### config.mk
export PLATFORM = sky130hd
export DESIGN_NAME = ncp_ctrl
export DESIGN_NICKNAME = d
export VERILOG_FILES = /design/src/sv/ncp_pkg.sv /design/src/sv/ncp_ctrl.sv
export SDC_FILE = /design/constraint.sdc
export NUM_CORES = 1
export LEC_CHECK = 0
export BUFFER_PORTS_ARGS = -buffer_cell sky130_fd_sc_hd__buf_4
export CAP_MARGIN = 40
export CORE_AREA = 5 5 42 44
export CTS_CLUSTER_SIZE = 25
export DETAILED_ROUTE_END_ITERATION = 16
export DIE_AREA = 0 0 47 49
export GPL_TIMING_DRIVEN = 0
export RECOVER_POWER = 100
export SETUP_SLACK_MARGIN = 0.3
export SLEW_MARGIN = 20
export SYNTH_ARGS = -nofsm -noshare
export SYNTH_HDL_FRONTEND = slang
export SYNTH_SLANG_ARGS = --single-unit
### constraint.sdc
create_clock -name clk -period 1.26 [get_ports clk]
set_clock_uncertainty 0.05 [all_clocks]
set_input_delay 0.126 -clock clk [delete_from_list [all_inputs] [get_ports clk]]
set_output_delay 0.126 -clock clk [all_outputs]
set_load 0.1 [all_outputs]
### src/sv/ncp_pkg.sv
// Shared types, constants and functions of the nearest colour palette unit.
// Depends on nothing; the controller, datapath and top level refer to it by scoped names.
`timescale 1ns / 1ps

package ncp_pkg;

  localparam int ENTRIES = 256;
  localparam int IDX_W   = $clog2(ENTRIES);
  localparam int CNT_W   = $clog2(ENTRIES + 1);
  localparam int COMP_W  = 8;
  localparam int WORD_W  = 3 * COMP_W;
  localparam int DIST_W  = 18;

  // Squared normalized distance 1.0 in units of 1/65025.
  localparam logic [DIST_W-1:0] FULL_SCALE_SQ = 18'd65025;

  localparam logic [1:0] KIND_ADD     = 2'd0;
  localparam logic [1:0] KIND_CLOSEST = 2'd1;
  localparam logic [1:0] KIND_READ    = 2'd2;

  localparam logic [1:0] ST_OK        = 2'd0;
  localparam logic [1:0] ST_FULL      = 2'd1;
  localparam logic [1:0] ST_RANGE     = 2'd2;

  typedef struct packed {
    logic load;        // capture a new item
    logic issue;       // read the next palette entry of the scan
    logic read_entry;  // read the entry that a read item names
    logic finish;      // form the result and update the palette
  } ncp_cmd_t;

  typedef struct packed {
    logic [1:0] kind;
    logic       no_merge;
    logic       all_issued;
    logic       pipe_empty;
  } ncp_stat_t;

  function automatic logic [2*COMP_W-1:0] sq_diff(input logic [COMP_W-1:0] a,
                                                  input logic [COMP_W-1:0] b);
    logic [COMP_W-1:0] d;
    begin
      d = (a > b) ? (a - b) : (b - a);
      sq_diff = d * d;
    end
  endfunction

  function automatic logic [DIST_W-1:0] dist2(input logic [WORD_W-1:0] w,
                                              input logic [COMP_W-1:0] r,
                                              input logic [COMP_W-1:0] g,
                                              input logic [COMP_W-1:0] b);
    begin
      dist2 = DIST_W'(sq_diff(w[WORD_W-1 -: COMP_W], r))
            + DIST_W'(sq_diff(w[2*COMP_W-1 -: COMP_W], g))
            + DIST_W'(sq_diff(w[COMP_W-1:0], b));
    end
  endfunction

endpackage

### src/sv/ncp_ctrl.sv
// Controller of the nearest colour palette unit: sequences decode, scan,
// entry read and result. Depends on ncp_pkg for the command and status types.
`timescale 1ns / 1ps

module ncp_ctrl (
  input  logic              clk,
  input  logic              rst_n,
  input  logic              start,
  output logic              busy,
  input  ncp_pkg::ncp_stat_t stat,
  output ncp_pkg::ncp_cmd_t  cmd
);

  localparam logic [2:0] S_IDLE   = 3'd0;
  localparam logic [2:0] S_DECODE = 3'd1;
  localparam logic [2:0] S_SCAN   = 3'd2;
  localparam logic [2:0] S_READ   = 3'd3;
  localparam logic [2:0] S_FINISH = 3'd4;

  logic [2:0] state_r, state_nxt;

  always_comb begin
    state_nxt      = state_r;
    cmd            = '0;
    case (state_r)
      S_IDLE: begin
        if (start) begin
          cmd.load  = 1'b1;
          state_nxt = S_DECODE;
        end
      end
      S_DECODE: begin
        if ((stat.kind == ncp_pkg::KIND_ADD && !stat.no_merge) ||
            stat.kind == ncp_pkg::KIND_CLOSEST) begin
          state_nxt = S_SCAN;
        end else if (stat.kind == ncp_pkg::KIND_READ) begin
          state_nxt = S_READ;
        end else begin
          state_nxt = S_FINISH;
        end
      end
      S_SCAN: begin
        // Keep issuing entries until all are out, then let the pipeline drain.
        if (!stat.all_issued) begin
          cmd.issue = 1'b1;
        end else if (stat.pipe_empty) begin
          state_nxt = S_FINISH;
        end
      end
      S_READ: begin
        cmd.read_entry = 1'b1;
        state_nxt      = S_FINISH;
      end
      S_FINISH: begin
        cmd.finish = 1'b1;
        state_nxt  = S_IDLE;
      end
      default: begin
        state_nxt = S_IDLE;
      end
    endcase
  end

  always_ff @(posedge clk) begin
    if (!rst_n) begin
      state_r <= S_IDLE;
    end else begin
      state_r <= state_nxt;
    end
  end

  assign busy = (state_r != S_IDLE);

endmodule

# Word-level counts from Yosys, hierarchy flattened

Cells that the tools add are included.

Equality and inequality tests: 9
Mux-type cells: 12
Reduce and logical (&&, ||, !) cells: 7

Operators with widths:

| kind                                                 | count |
|---|---|
| 2-to-1 mux 3 bit                                     | 5 |
| case mux 3 bit (4 select lines)                      | 1 |
| equality test 3 x 2 -> 1 bit (second input constant) | 2 |
| 2-to-1 mux 1 bit                                     | 6 |
| != test 2 bit (second input constant)                | 3 |
| equality test 3 x 1 -> 1 bit (second input constant) | 1 |
| equality test 3 bit (second input constant)          | 1 |
| zero test 3 bit                                      | 1 |
| AND reduction 3 bit                                  | 1 |
| nonzero test 3 bit                                   | 1 |
| equality test 2 x 1 -> 1 bit (second input constant) | 1 |
| equality test 2 bit (second input constant)          | 1 |
| zero test 2 bit                                      | 1 |
| logical AND 1 bit                                    | 1 |
| zero test 1 bit                                      | 1 |
| logical OR 1 bit                                     | 1 |

Register bits: 3
Input bits: 8
Output and inout bits: 5
Logic and storage cells: 29

# Longest topological paths before layout

Word-level depth: 5
Gate-level depth with buffers: 4

# Worst setup path before layout

No wires, ideal clock.

Path type: register to output
Start: register state_r[0]
End: output port cmd[2] (netlist bit)
Arrival time: 3.560 ns
Data required time: 1.084 ns
Path slack: -2.476 ns
Stages on the path, launching flop included: 3
Buffers on the path: 1
Cell sequence: dfxtp_1 clkbuf_2 nor4b_1

RTL lines:

| what                   | RTL line       | source |
|---|---|---|
| start, declared        | ncp_ctrl.sv:20 | `logic [2:0] state_r, state_nxt;` |
| start signal, assigned | ncp_ctrl.sv:68 | `state_r <= state_nxt;` |
| end, declared          | ncp_ctrl.sv:11 | `output ncp_pkg::ncp_cmd_t cmd` |

==> summary.md <==
| Metric | Value |
|---|---|
| Warnings from Yosys | 0 |
| Slew margin rel. | about four fifths |
| Largest Register | state_r |
| Reg-to-Reg End | state_r[1]$_SDFFE_PN0P_ |
| Top cells by area, synth | dfxtp_1 33%, nor3b_1 8.2%, a32oi_1 4.8% |
| Synthesis-to-layout area growth | 176% |
| RSZ-0062 raised after global routing | yes |
| DRC viols | 0 |
| Reg2reg path depth | 6 |
| Hold WS | 0.207 ns |
| GRT overflow | 0 |
| First-pass GRT wire length | a little over 1000 um |
| CTS Buf Count | 3 |
| Placer Congestion | ~0.60 |
| Synth Area in Compound Gates | between 10% and 20% |
| CP Launch Point | state_r[0]$_SDFFE_PN0P_ |
| Mapped Cells | 22 |
| CTS tree | built |
| Port Buf Inserts | 12 |
| Worst setup margin | -0.217 ns |
| Share of cells above drive strength 1 | about four fifths |
| P per Cell Area | a little over 1000 mW/mm^2 |
| Hold-fix buffers, CTS | 0 |
| Flops & latches, synth | 3 |
| CP max FO | 3 |
| Core area | between 0.001 and 0.0015 mm^2 |
| Fillers | ~150 |
| Worst vdd ir | roughly 0.00033 V |
| I/O pin count | 13 |
| Place WS | -0.0906 ns |
| Post-synth top area share | between 30% and 40% |
| WP data arrival | around 1.3 ns |
| Setup TNS | -0.637 ns |
| Simple-Gate Fraction of Synth Area | between 40% and 50% |
| Max Fclk | between 0.6 and 0.7 GHz |
| Mapped Area | roughly 180 um^2 |
| ANT cells | 0 |
| Critical Path End Type | output pin |
| Leakage | 0.204 nW |
| Starting density of the core | between 10% and 20% |
| DR top layer | met3 |
| Via density | ~4.1 |
| Failing checks | setup timing |
| Sequential fraction of the synthesis area | 32.9% |
| Metal1 wirelength | around 230 um |
| H-Tree Depth | 1 |
| Mean Syn Cell Area | 8.30 um^2 |
| Measured slew at the worst slew-check pin | around 0.29 ns |
| Xor/xnor share of the synthesized area | 0% |
| Fin. Hold Viols | 0 |
| # setup viols final | 5 |
| 1st-pass router iterations | 1 |
| Largest family of logic cells by synthesized area | simple AND/OR/NAND/NOR gates |
| Mux share of post-synthesis cell area | 0% |
| CP Capture Point | cmd[3] |
| Fin crit period | ~1.5 ns |
| Run status | complete, but fails checks |
| Area leader, netlist | dfxtp_1 |
| Worst endpoint required time | 1.08 ns |
| Setup CP Type | reg2out |
| Gr usage total | ~6.5% |
| Die H | around 50 um |
| Final period util | 117% |
| RR Startpoint | state_r[0]$_SDFFE_PN0P_ |
| Row cnt | 14 |
| Max Slew Vio Count | 0 |
| Initial antenna violation count | 0 |
| Yosys cell types | 18 |
| Root Buffer | clkbuf_4 |
| Via Count | about 240 |
| Hold Crit Class | in2reg |
| Initial DRC count | 0 |
| CTS sink count | 3 |
| Reg2reg setup slack | 0.09 ns |
| Post-route ant nets | 0 |
| Fin util | 36.0% |
| CTS Buffer Depth | 2 |
| Worst-path clk slew | about 0.040 ns |
| Adder-Cell Fraction of Synth Area | 0% |
| Max reg flops | 3 |
| Largest registers | state_r: 3 flops |
| Max_cap viols | 0 |
| DIE WIDTH | approximately 47 um |
| Clk Latency, worst-skew pair | 0.23 ns |
| Total Wirelength | roughly 680 um |
| Detail Route met2 WL | between 400 and 500 um |
| Post-layout nets | 52 |
| WL met3 | approximately 25 um |
| Die ar. | 0.00230 mm^2 |
| Startpoint Class | register |
| Largest net degree at the start of global routing | 9 |
| Syn Nets | 30 |
| Vias in the first global route | ~260 |
| Hold Path Cell Cnt | 3 |
| Routed len/inst | around 11 um |
-- how the worst min path moves through the flow --
stage          startpoint  slack (ns)                      end
2_1_floorplan     stat[1]        0.25  state_r[1]$_SDFFE_PN0P_
3_3_place_gp      stat[3]        0.40  state_r[2]$_SDFFE_PN0P_
3_5_place_dp      stat[0]        0.41  state_r[1]$_SDFFE_PN0P_
4_1_cts           stat[3]        0.18  state_r[2]$_SDFFE_PN0P_
5_1_grt           stat[3]        0.21  state_r[2]$_SDFFE_PN0P_
6_report          stat[3]        0.21  state_r[2]$_SDFFE_PN0P_
-- stage by stage --
step	power (mW)	cell area, um^2	std cells
after floorplan	0.242	233	22
after global placement	0.283	343	50
after detailed placement	0.284	343	50
after CTS	0.505	467	58
after global routing	0.550	504	59
final	0.516	504	59
-- placed cells by master (no fill, tap or decap), drive strengths merged --
cell type,count
a211oi,1
a21oi,1
a31oi,1
a32oi,1
and3b,1
buf,18
clkbuf,4
dfxtp,3
inv,1
nand2,1
nand3b,1
nor2,2
nor2b,1
nor3b,2
nor4b,1
o21ai,1
or2b,1
or3,1
or3b,1
-- kinds of logic after synthesis --
kind of cell | count (synthesis)
compound gates | 5
flops | 3
simple gates | 12
buf+inv | 2
-- synth_stat cells --
master and number:
dfxtp_1 3, nor2_1 2, or3_1 1, a31oi_1 1
inv_1 1, nor2b_1 1, nand3b_1 1, or3b_1 1
nand2_1 1, nor3b_1 2, clkbuf_2 1, a32oi_1 1
nor4b_1 1, a21oi_1 1, and3b_1 1, o21ai_0 1
or2b_2 1, a211oi_1 1
-- worst max-delay path, cell delays in order (launching register included) --
cell and delay (ns):
dfxtp_2 0.31, buf_8 0.11, or3_4 0.36, nor2_4 0.11, buf_12 0.18
-- cell type report --
| class | count | area [um^2] | area share (%) |
|---|---|---|---|
| repair buffers | 17 | 188 | 37.2 |
| multi-input cells | 17 | 185 | 36.7 |
| clock buffers | 4 | 26.3 | 5.21 |
| well taps | 16 | 20.0 | 3.97 |
| flip-flops and latches | 3 | 66.3 | 13.2 |
| plain buffers | 1 | 15.0 | 2.98 |
| inverters | 1 | 3.75 | 0.744 |
-- per-layer routing --
metal	vias up	global-route usage [%]
met5	-	0
met4	0	4.15
met3	0	2.21
met2	7	11.1
met1	108	6.14
li1	124	-
-- repair_timing --
action / CTS / global route
pin swaps: 5 / 3
buffers inserted: 4 / 1
endpoints found under the setup margin: 7 / 8
gates resized for setup: 18 / 8
-- power by group --
group,internal (mW),total (mW),switching (mW)
clock network,0.118,0.164,0.0455
logic,0.109,0.241,0.132
registers,0.102,0.111,0.00922
total,0.329,0.516,0.187
Power figures use the tool's default switching activity.
